$ cat src/hdl/acar_pkg.sv
// Shared types, codes and constants for the ARP cache with request retry.
package acar_pkg;

  localparam int ENTRIES_DEF  = 16;
  localparam int REQUESTS_DEF = 16;

  localparam logic [2:0] OP_LOOKUP  = 3'd0;
  localparam logic [2:0] OP_INSERT  = 3'd1;
  localparam logic [2:0] OP_QUEUE   = 3'd2;
  localparam logic [2:0] OP_REMREQ  = 3'd3;
  localparam logic [2:0] OP_REMENT  = 3'd4;
  localparam logic [2:0] OP_CLEAR   = 3'd5;
  localparam logic [2:0] OP_TICK    = 3'd6;

  localparam logic [1:0] KIND_ANSWER = 2'd0;
  localparam logic [1:0] KIND_SEND   = 2'd1;
  localparam logic [1:0] KIND_GIVEUP = 2'd2;

  localparam logic CFG_TIMEOUT = 1'b0;
  localparam logic CFG_SENDS   = 1'b1;

  localparam logic [7:0] TIMEOUT_RST = 8'd30;
  localparam logic [3:0] SENDS_RST   = 4'd5;

  typedef struct packed {
    logic [1:0]  kind;
    logic        found;
    logic [31:0] ip;
    logic [47:0] mac;
    logic        full;
    logic        last;
  } result_t;

endpackage

$ cat src/hdl/arp_cache_aging_retry.sv
// Top level: ARP cache and pending-request list walked by one sequencer.
//
//  channel | handshake        | payload
//  in      | valid / ready    | opcode, ip_address, mac_address
//  out     | out_valid/ready  | kind, found, ip_out, mac_out, full_res, last
//  cfg     | cfg_valid/ready  | cfg_index, cfg_data
//
// Each item walks one table (a tick walks both) slot by slot through the table
// memories, reading each slot in a read state and then comparing or writing it
// in an evaluate state.
// Removal compacts in place by copying each kept slot down to a write index.
// Reset empties both tables by clearing their counts; no clearing pass.
// A full output register stalls a tick's request walk and the final result until it is taken.
module arp_cache_aging_retry #(
  parameter int ENTRIES  = acar_pkg::ENTRIES_DEF,
  parameter int REQUESTS = acar_pkg::REQUESTS_DEF
) (
  input  logic        clk,
  input  logic        rst,
  input  logic        valid,
  output logic        ready,
  input  logic [2:0]  opcode,
  input  logic [31:0] ip_address,
  input  logic [47:0] mac_address,
  output logic        out_valid,
  input  logic        out_ready,
  output logic [1:0]  kind,
  output logic        found,
  output logic [31:0] ip_out,
  output logic [47:0] mac_out,
  output logic        full_res,
  output logic        last,
  input  logic        cfg_valid,
  output logic        cfg_ready,
  input  logic        cfg_index,
  input  logic [7:0]  cfg_data
);
  import acar_pkg::*;

  localparam int EAW = $clog2(ENTRIES);
  localparam int RAW = $clog2(REQUESTS);
  localparam int ECW = $clog2(ENTRIES + 1);
  localparam int RCW = $clog2(REQUESTS + 1);

  localparam logic [3:0] S_IDLE  = 4'd0;
  localparam logic [3:0] S_ERD   = 4'd1;
  localparam logic [3:0] S_EEV   = 4'd2;
  localparam logic [3:0] S_RRD   = 4'd3;
  localparam logic [3:0] S_REV   = 4'd4;
  localparam logic [3:0] S_FIN   = 4'd5;

  logic [3:0]  state;
  logic [2:0]  op;
  logic [31:0] ip;
  logic [47:0] mac;
  logic [7:0]  entry_timeout;
  logic [3:0]  max_sends;
  logic [ECW-1:0] entry_count, e_rd, e_wr;
  logic [RCW-1:0] request_count, r_rd, r_wr;
  logic        hit;
  logic [47:0] hit_mac;

  // entry memories
  logic           e_we;
  logic [EAW-1:0] e_waddr;
  logic [31:0]    e_wip, e_rip;
  logic [47:0]    e_wmac, e_rmac;
  logic [7:0]     e_wage, e_rage;
  // request memories
  logic           r_we;
  logic [RAW-1:0] r_waddr;
  logic [31:0]    r_wip, r_rip;
  logic [3:0]     r_wsends, r_rsends;
  logic [7:0]     r_wage, r_rage;

  acar_ram #(.WIDTH(32), .DEPTH(ENTRIES)) u_eip (.clk, .we(e_we), .waddr(e_waddr),
    .wdata(e_wip), .raddr(e_rd[EAW-1:0]), .rdata(e_rip));
  acar_ram #(.WIDTH(48), .DEPTH(ENTRIES)) u_emac (.clk, .we(e_we), .waddr(e_waddr),
    .wdata(e_wmac), .raddr(e_rd[EAW-1:0]), .rdata(e_rmac));
  acar_ram #(.WIDTH(8), .DEPTH(ENTRIES)) u_eage (.clk, .we(e_we), .waddr(e_waddr),
    .wdata(e_wage), .raddr(e_rd[EAW-1:0]), .rdata(e_rage));
  acar_ram #(.WIDTH(32), .DEPTH(REQUESTS)) u_rip (.clk, .we(r_we), .waddr(r_waddr),
    .wdata(r_wip), .raddr(r_rd[RAW-1:0]), .rdata(r_rip));
  acar_ram #(.WIDTH(4), .DEPTH(REQUESTS)) u_rsends (.clk, .we(r_we), .waddr(r_waddr),
    .wdata(r_wsends), .raddr(r_rd[RAW-1:0]), .rdata(r_rsends));
  acar_ram #(.WIDTH(8), .DEPTH(REQUESTS)) u_rage (.clk, .we(r_we), .waddr(r_waddr),
    .wdata(r_wage), .raddr(r_rd[RAW-1:0]), .rdata(r_rage));

  logic    ob_busy, ob_load;
  result_t ob_din, ob_dout;

  acar_outreg u_out (.clk, .rst, .load(ob_load), .din(ob_din), .busy(ob_busy),
    .valid(out_valid), .ready(out_ready), .dout(ob_dout));

  assign kind     = ob_dout.kind;
  assign found    = ob_dout.found;
  assign ip_out   = ob_dout.ip;
  assign mac_out  = ob_dout.mac;
  assign full_res = ob_dout.full;
  assign last     = ob_dout.last;

  assign ready     = (state == S_IDLE);
  assign cfg_ready = (state == S_IDLE);

  // walk decisions on the slot just read
  logic [7:0] e_age_inc, r_age_inc;
  logic       e_keep, e_match, r_match, r_skip, r_give, r_keep;
  logic       e_walk, r_walk;

  assign e_age_inc = (e_rage == 8'hFF) ? e_rage : e_rage + 8'd1;
  assign r_age_inc = (r_rage == 8'hFF) ? r_rage : r_rage + 8'd1;
  assign e_match   = (e_rip == ip);
  assign r_match   = (r_rip == ip);
  assign r_skip    = (r_age_inc <= 8'd1);
  assign r_give    = !r_skip && (r_rsends >= max_sends);
  assign e_keep    = (op == OP_TICK) ? (e_age_inc <= entry_timeout) : !e_match;
  assign r_keep    = (op == OP_TICK) ? !r_give : !r_match;
  assign e_walk    = (e_rd < entry_count);
  assign r_walk    = (r_rd < request_count);

  always_comb begin
    e_we    = 1'b0;
    e_waddr = e_wr[EAW-1:0];
    e_wip   = e_rip;
    e_wmac  = e_rmac;
    e_wage  = (op == OP_TICK) ? e_age_inc : e_rage;
    r_we    = 1'b0;
    r_waddr = r_wr[RAW-1:0];
    r_wip   = r_rip;
    r_wsends = r_rsends;
    r_wage  = (op == OP_TICK) ? r_age_inc : r_rage;
    ob_load = 1'b0;
    ob_din  = '{kind: KIND_ANSWER, found: 1'b0, ip: ip, mac: 48'd0,
                full: 1'b0, last: 1'b1};
    case (state)
      S_EEV: begin
        if (op != OP_LOOKUP && e_keep) begin
          e_we = 1'b1;
        end
      end
      S_REV: begin
        if (op == OP_TICK && !r_skip && !ob_busy) begin
          ob_load     = 1'b1;
          ob_din.kind = r_give ? KIND_GIVEUP : KIND_SEND;
          ob_din.ip   = r_rip;
          ob_din.last = 1'b0;
        end
        if (op == OP_TICK && !r_skip && !r_give) begin
          r_wsends = (r_rsends == 4'hF) ? r_rsends : r_rsends + 4'd1;
          r_wage   = 8'd0;
        end
        if ((op == OP_TICK && !(ob_busy && !r_skip)) || op == OP_REMREQ) begin
          r_we = r_keep;
        end
      end
      S_FIN: begin
        if (!ob_busy) begin
          ob_load = 1'b1;
          case (op)
            OP_LOOKUP: begin
              ob_din.found = hit;
              ob_din.mac   = hit ? hit_mac : 48'd0;
            end
            OP_INSERT: begin
              ob_din.found = hit;
              ob_din.full  = (entry_count == ECW'(ENTRIES));
              e_we         = (entry_count != ECW'(ENTRIES));
              e_waddr      = entry_count[EAW-1:0];
              e_wip        = ip;
              e_wmac       = mac;
              e_wage       = 8'd0;
            end
            OP_QUEUE: begin
              ob_din.found = hit;
              ob_din.full  = !hit && (request_count == RCW'(REQUESTS));
              r_we         = !hit && (request_count != RCW'(REQUESTS));
              r_waddr      = request_count[RAW-1:0];
              r_wip        = ip;
              r_wsends     = 4'd0;
              r_wage       = 8'd0;
            end
            default: begin
            end
          endcase
        end
      end
      default: begin
      end
    endcase
  end

  always_ff @(posedge clk) begin
    if (rst) begin
      state         <= S_IDLE;
      entry_count   <= '0;
      request_count <= '0;
      entry_timeout <= TIMEOUT_RST;
      max_sends     <= SENDS_RST;
      e_rd          <= '0;
      e_wr          <= '0;
      r_rd          <= '0;
      r_wr          <= '0;
    end else begin
      case (state)
        S_IDLE: begin
          if (cfg_valid) begin
            if (cfg_index == CFG_TIMEOUT) begin
              entry_timeout <= cfg_data;
            end else begin
              max_sends <= cfg_data[3:0];
            end
          end
          if (valid) begin
            op   <= opcode;
            ip   <= ip_address;
            mac  <= mac_address;
            hit  <= 1'b0;
            e_rd <= '0;
            e_wr <= '0;
            r_rd <= '0;
            r_wr <= '0;
            case (opcode)
              OP_LOOKUP, OP_REMENT, OP_TICK: state <= S_ERD;
              OP_INSERT, OP_QUEUE, OP_REMREQ: state <= S_RRD;
              OP_CLEAR: begin
                entry_count   <= '0;
                request_count <= '0;
                state         <= S_FIN;
              end
              default: state <= S_FIN;
            endcase
          end
        end
        S_ERD: begin
          if (e_walk && !(op == OP_LOOKUP && hit)) begin
            state <= S_EEV;
          end else begin
            if (op != OP_LOOKUP) begin
              entry_count <= e_wr;
            end
            state <= (op == OP_TICK) ? S_RRD : S_FIN;
          end
        end
        S_EEV: begin
          e_rd <= e_rd + 1'b1;
          if (op == OP_LOOKUP) begin
            if (e_match) begin
              hit     <= 1'b1;
              hit_mac <= e_rmac;
            end
          end else if (e_keep) begin
            e_wr <= e_wr + 1'b1;
          end
          state <= S_ERD;
        end
        S_RRD: begin
          if (r_walk && !((op == OP_INSERT || op == OP_QUEUE) && hit)) begin
            state <= S_REV;
          end else begin
            if (op == OP_TICK || op == OP_REMREQ) begin
              request_count <= r_wr;
            end
            state <= S_FIN;
          end
        end
        S_REV: begin
          if (!(op == OP_TICK && ob_busy && !r_skip)) begin
            r_rd <= r_rd + 1'b1;
            if (op == OP_INSERT || op == OP_QUEUE) begin
              if (r_match) begin
                hit <= 1'b1;
              end
            end else if (r_keep) begin
              r_wr <= r_wr + 1'b1;
            end
            state <= S_RRD;
          end
        end
        S_FIN: begin
          if (!ob_busy) begin
            if (op == OP_INSERT && entry_count != ECW'(ENTRIES)) begin
              entry_count <= entry_count + 1'b1;
            end
            if (op == OP_QUEUE && !hit && request_count != RCW'(REQUESTS)) begin
              request_count <= request_count + 1'b1;
            end
            state <= S_IDLE;
          end
        end
        default: state <= S_IDLE;
      endcase
    end
  end

  a_cnt_e: assert property (@(posedge clk) disable iff (rst)
    entry_count <= ECW'(ENTRIES)) else $error("entry count overflow");
  a_cnt_r: assert property (@(posedge clk) disable iff (rst)
    request_count <= RCW'(REQUESTS)) else $error("request count overflow");
  a_wr_le_rd: assert property (@(posedge clk) disable iff (rst)
    e_wr <= e_rd && r_wr <= r_rd) else $error("compaction index ahead of walk");
  a_last: assert property (@(posedge clk) disable iff (rst)
    ob_load && state != S_FIN |-> !ob_din.last) else $error("early last result");

endmodule

$ cat src/hdl/acar_ram.sv
// Generic simple dual-port RAM (one write port, one read port) with registered read.
module acar_ram #(
  parameter int WIDTH = 8,
  parameter int DEPTH = 16
) (
  input  logic                     clk,
  input  logic                     we,
  input  logic [$clog2(DEPTH)-1:0] waddr,
  input  logic [WIDTH-1:0]         wdata,
  input  logic [$clog2(DEPTH)-1:0] raddr,
  output logic [WIDTH-1:0]         rdata
);

  logic [WIDTH-1:0] mem [DEPTH];

  always_ff @(posedge clk) begin
    if (we) begin
      mem[waddr] <= wdata;
    end
    rdata <= mem[raddr];
  end

endmodule

$ cat src/hdl/acar_outreg.sv
// Output register holding one result until the consumer takes it.
module acar_outreg (
  input  logic             clk,
  input  logic             rst,
  input  logic             load,
  input  acar_pkg::result_t din,
  output logic             busy,
  output logic             valid,
  input  logic             ready,
  output acar_pkg::result_t dout
);
  import acar_pkg::*;

  always_ff @(posedge clk) begin
    if (rst) begin
      valid <= 1'b0;
    end else if (load) begin
      valid <= 1'b1;
    end else if (ready) begin
      valid <= 1'b0;
    end
    if (load) begin
      dout <= din;
    end
  end

  assign busy = valid && !ready;

endmodule

$ cat config.mk
export PLATFORM = sky130hd
export DESIGN_NAME = arp_cache_aging_retry
export DESIGN_NICKNAME = d
export VERILOG_FILES = /design/src/hdl/acar_pkg.sv /design/src/hdl/arp_cache_aging_retry.sv /design/src/hdl/acar_ram.sv /design/src/hdl/acar_outreg.sv
export SDC_FILE = /design/constraint.sdc
export NUM_CORES = 2
export LEC_CHECK = 0
export BUFFER_PORTS_ARGS = -buffer_cell sky130_fd_sc_hd__clkbuf_2
export CORE_ASPECT_RATIO = 0.75
export CORE_MARGIN = 3
export CORE_UTILIZATION = 55
export CTS_CLUSTER_DIAMETER = 50
export DETAILED_ROUTE_END_ITERATION = 8
export MAX_ROUTING_LAYER = met4
export PLACE_DENSITY = 0.73
export SLEW_MARGIN = 20
export SYNTH_ARGS = -nofsm -noshare
export SYNTH_HDL_FRONTEND = slang
export SYNTH_SLANG_ARGS = --single-unit
$ cat constraint.sdc
create_clock -name clk -period 28.1 [get_ports clk]
set_input_delay 1.405 -clock clk [delete_from_list [all_inputs] [get_ports clk]]
set_output_delay 1.405 -clock clk [all_outputs]
set_load 0.01 [all_outputs]
==> run_results.csv <==
group,metric,value,unit
sta,hold_violations,0,
critical_path,start_kind,"primary input",
routing,routed_wl,210000,µm
run_status,status,"finished, final reports clean",
worst_hold_path,hold_class,"register to register",
critical_path,critical_path.endpoint,"u_emac.mem[15][37]$_DFFE_PP_",
sta,slew_headroom,0.228,
critical_path,critical_path_class,"primary input to register",
cells_and_area,seqCellArea,0.0735,mm²
routing,drcViolationCount,0,
cells_and_area,layout-drive-gt1-share,0.303,
sta,finalClockSkew,60.1,ps
job,drv_cap,0,
critical_path,regToRegEndpoint,"u_emac.mem[15][37]$_DFFE_PP_",
place,place.gp.congestion,0.821,
logic_synthesis,syn_inst,4268,
logic_synthesis,avgSynthCellArea,22.3,µm²
cells_and_area,syn_to_final_growth,12.3,%
logic_synthesis,synth_warnings,0,
cells_and_area,most-common-layout-cells,"edfxtp_1 (2,329), mux4_2 (660), clkbuf_16 (228), clkbuf_2 (184), dfxtp_1 (170)",
routing,drtAntennaViolNets,0,
cts,max-clock-path-buffers,3,
cts,post_cts_buffers,0,
sta,period_needed,6800,ps
critical_path,reg2reg_from,"state[2]$_SDFFE_PP0P_",
sta,tns,0,ps
floorplan,io_pins,185,
logic_synthesis,yosysUniqueCellTypes,61,
floorplan,dieArea,0.178,mm²
routing,first_iter_violations,5900,
cts,holdBufCountCts,0,
routing,vias,45000,
cells_and_area,fill_cells,11100,
cells_and_area,multi_input_area,0.0212,mm²
critical_path,startpoint,"out_ready",
global_route,grt_start_max_net_pins,165,
logic_synthesis,ys_seq_area_frac,0.772,
routing,avgViaCountPerCell,6.39,
floorplan,fp.dieW,486,µm
place,numPortBuffers,184,
global_route,grt_pass1_vias,45300,
cts,clkLatencyLatePin,850,ps
cts,cts-htree-levels,4,
global_route,antenna_found_initial,5,
critical_path,reg2reg_slack,21510,ps
cts,cts_resized,0,
logic_synthesis,synth_area,0.0952,mm²
pwr,p_leak,33.2,nW
logic_synthesis,synthFlopType,"edfxtp_1",
global_route,overflow,0,
cts,cts_inserted_buffers,225,
routing,dr.pass1.iters,5,
floorplan,row_count,131,
logic_synthesis,syn_nets,4396,
global_route,grt_pass1_wl,313000,µm
logic_synthesis,async_flop_share,0,
floorplan,initial_core_util,0.557,
pwr,ir_worst_vdd,0.0000530,V
sta,worstMarginPinSlew,1160,ps
sta,post-route-period-util,0.242,
cts,cts_root_buf,"clkbuf_16",
critical_path,path_max_fanout,59,
logic_synthesis,ys_ff_latch,2507,
sta,finalSetupViolCount,0,
pwr,power,7.84,mW
global_route,grtUsageTotal,0.246,
pwr,p_per_area,73.4,mW/mm²
routing,wire_per_inst,29.8,µm
critical_path,r2r_cells,10,
critical_path,arrival,7250,ps
floorplan,core_area,0.171,mm²
cells_and_area,final_common_cell,"edfxtp_1",
sta,fmax,147,MHz
cts,clock-sinks,2507,
critical_path,required,28550,ps
cts,cts_tree,"built",
critical_path,end_kind,"register",
cts,clkTransAtPathRegs,60,ps
sta,slew_viol_final,0,
sta,rsz0062_at_grt,"no",
place,post-dp-hpwl,111000,µm
cells_and_area,final_net_count,4714,
floorplan,die-height,366,µm
logic_synthesis,synth-edff-count,2329,
routing by layer:
layer  share of wire  GRT usage  vias up  wire, µm
li1                -          -    18400         -
met1            0.42      0.373    24000     88700
met2            0.47      0.359     2309     98700
met3           0.087     0.0388      281     18300
met4           0.019     0.0563        0      4060
met5               0          -        -         0
metrics by stage:
step / hold WS, ps / cell area (µm²) / instances / setup slack [ps] / utilization
floorplan: 404 / 95200 / 4268 / 18160 / -
global placement: 411 / 99400 / 6619 / 20700 / 0.581
detailed placement: 413 / 99400 / 6619 / 20470 / 0.582
CTS: 429 / 107000 / 7046 / 21330 / 0.625
global route: 445 / 107000 / 7049 / 20940 / 0.625
finish: 428 / 107000 / 7050 / 21300 / 0.625
Yosys cell counts (all sizes together) (4+ instances only):
| cell | count | area [µm²] |
|---|---|---|
| xor2 | 74 | 648 |
| edfxtp | 2329 | 69900 |
| and2 | 54 | 338 |
| or3 | 4 | 25.0 |
| or4 | 4 | 30.0 |
| a21o | 8 | 60.1 |
| nand2 | 165 | 622 |
| mux4 | 660 | 14900 |
| clkbuf | 142 | 533 |
| nor3b | 4 | 30.0 |
| dfxtp | 178 | 3560 |
| nor2 | 68 | 255 |
| buf | 61 | 253 |
| nor2b | 10 | 62.6 |
| inv | 32 | 120 |
| xnor2 | 7 | 61.3 |
| o22ai | 5 | 31.3 |
| a31oi | 9 | 56.3 |
| o21ai | 29 | 145 |
| nand3 | 41 | 205 |
| nand4 | 16 | 100 |
| a211oi | 8 | 60.1 |
| nor4 | 19 | 119 |
| a2111oi | 7 | 92.6 |
| o21a | 6 | 45.0 |
| mux2 | 116 | 1310 |
| mux2i | 19 | 190 |
| ha | 31 | 388 |
| a21oi | 68 | 340 |
| a211o | 7 | 61.3 |
| nor3 | 18 | 90.1 |
| nand3b | 5 | 37.5 |
| and3 | 5 | 31.3 |
| nand2b | 23 | 144 |
area by class of cell:
class / instances / share of cell area
Sequential cell: 2507 / 0.688
Multi-Input combinational cell: 1526 / 0.198
Clock buffer: 307 / 0.0573
Tap cell: 2261 / 0.0265
Timing Repair Buffer: 294 / 0.0168
Clock inverter: 120 / 0.0119
Inverter: 32 / 0.00112
Antenna cell: 3 / 0.0000703
report_power, final:
group	leakage, nW	switching (mW)	internal [mW]
registers	22.5	0.0526	4.23
clock network	3.60	1.34	1.72
logic	7.02	0.300	0.206
total	33.2	1.69	6.15
state kept, by name, indices dropped and copies added, names as in the netlist, 8 cells and up:
name / count
u_emac.mem: 768
u_eip.mem: 512
u_rip.mem: 512
u_eage.mem: 128
u_rage.mem: 128
u_out.dout: 85
u_rsends.mem: 64
hit_mac: 48
mac: 48
u_emac.rdata: 48
ip: 32
u_eip.rdata: 32
u_rip.rdata: 32
entry_timeout: 8
u_eage.rdata: 8
u_rage.rdata: 8
worst max-delay path: stages:
cell	delay, ps
clkbuf_2	90
nand2b_1	300
nand3_1	470
nor3_2	330
buf_4	680
buf_4	960
nand3_1	540
a21oi_4	990
buf_4	640
buf_4	740
cells by family after synthesis:
family | Yosys count | synth area share
muxes | 795 | 0.172
xor gates and xnor gates | 81 | 0.00746
adders and majority gates | 31 | 0.00408
AOI/OAI and AO/OA | 170 | 0.0114
and+or+nand+nor | 449 | 0.0232
buffers and inverters | 235 | 0.00952
DFF | 2507 | 0.772
worst min-delay path by stage:
stage,end,startpoint,slack (ps),cells past startpoint
after global placement,hit_mac[5]$_DFFE_PP_,u_emac.rdata[5]$_DFF_P_,410,0
after CTS,hit_mac[37]$_DFFE_PP_,u_emac.rdata[37]$_DFF_P_,430,0
after detailed placement,hit_mac[37]$_DFFE_PP_,u_emac.rdata[37]$_DFF_P_,410,0
after global routing,hit_mac[22]$_DFFE_PP_,u_emac.rdata[22]$_DFF_P_,440,0
final,hit_mac[37]$_DFFE_PP_,u_emac.rdata[37]$_DFF_P_,430,0
after floorplan,hit_mac[0]$_DFFE_PP_,u_emac.rdata[0]$_DFF_P_,400,0
No activity file was read; power rests on OpenSTA's default activity.
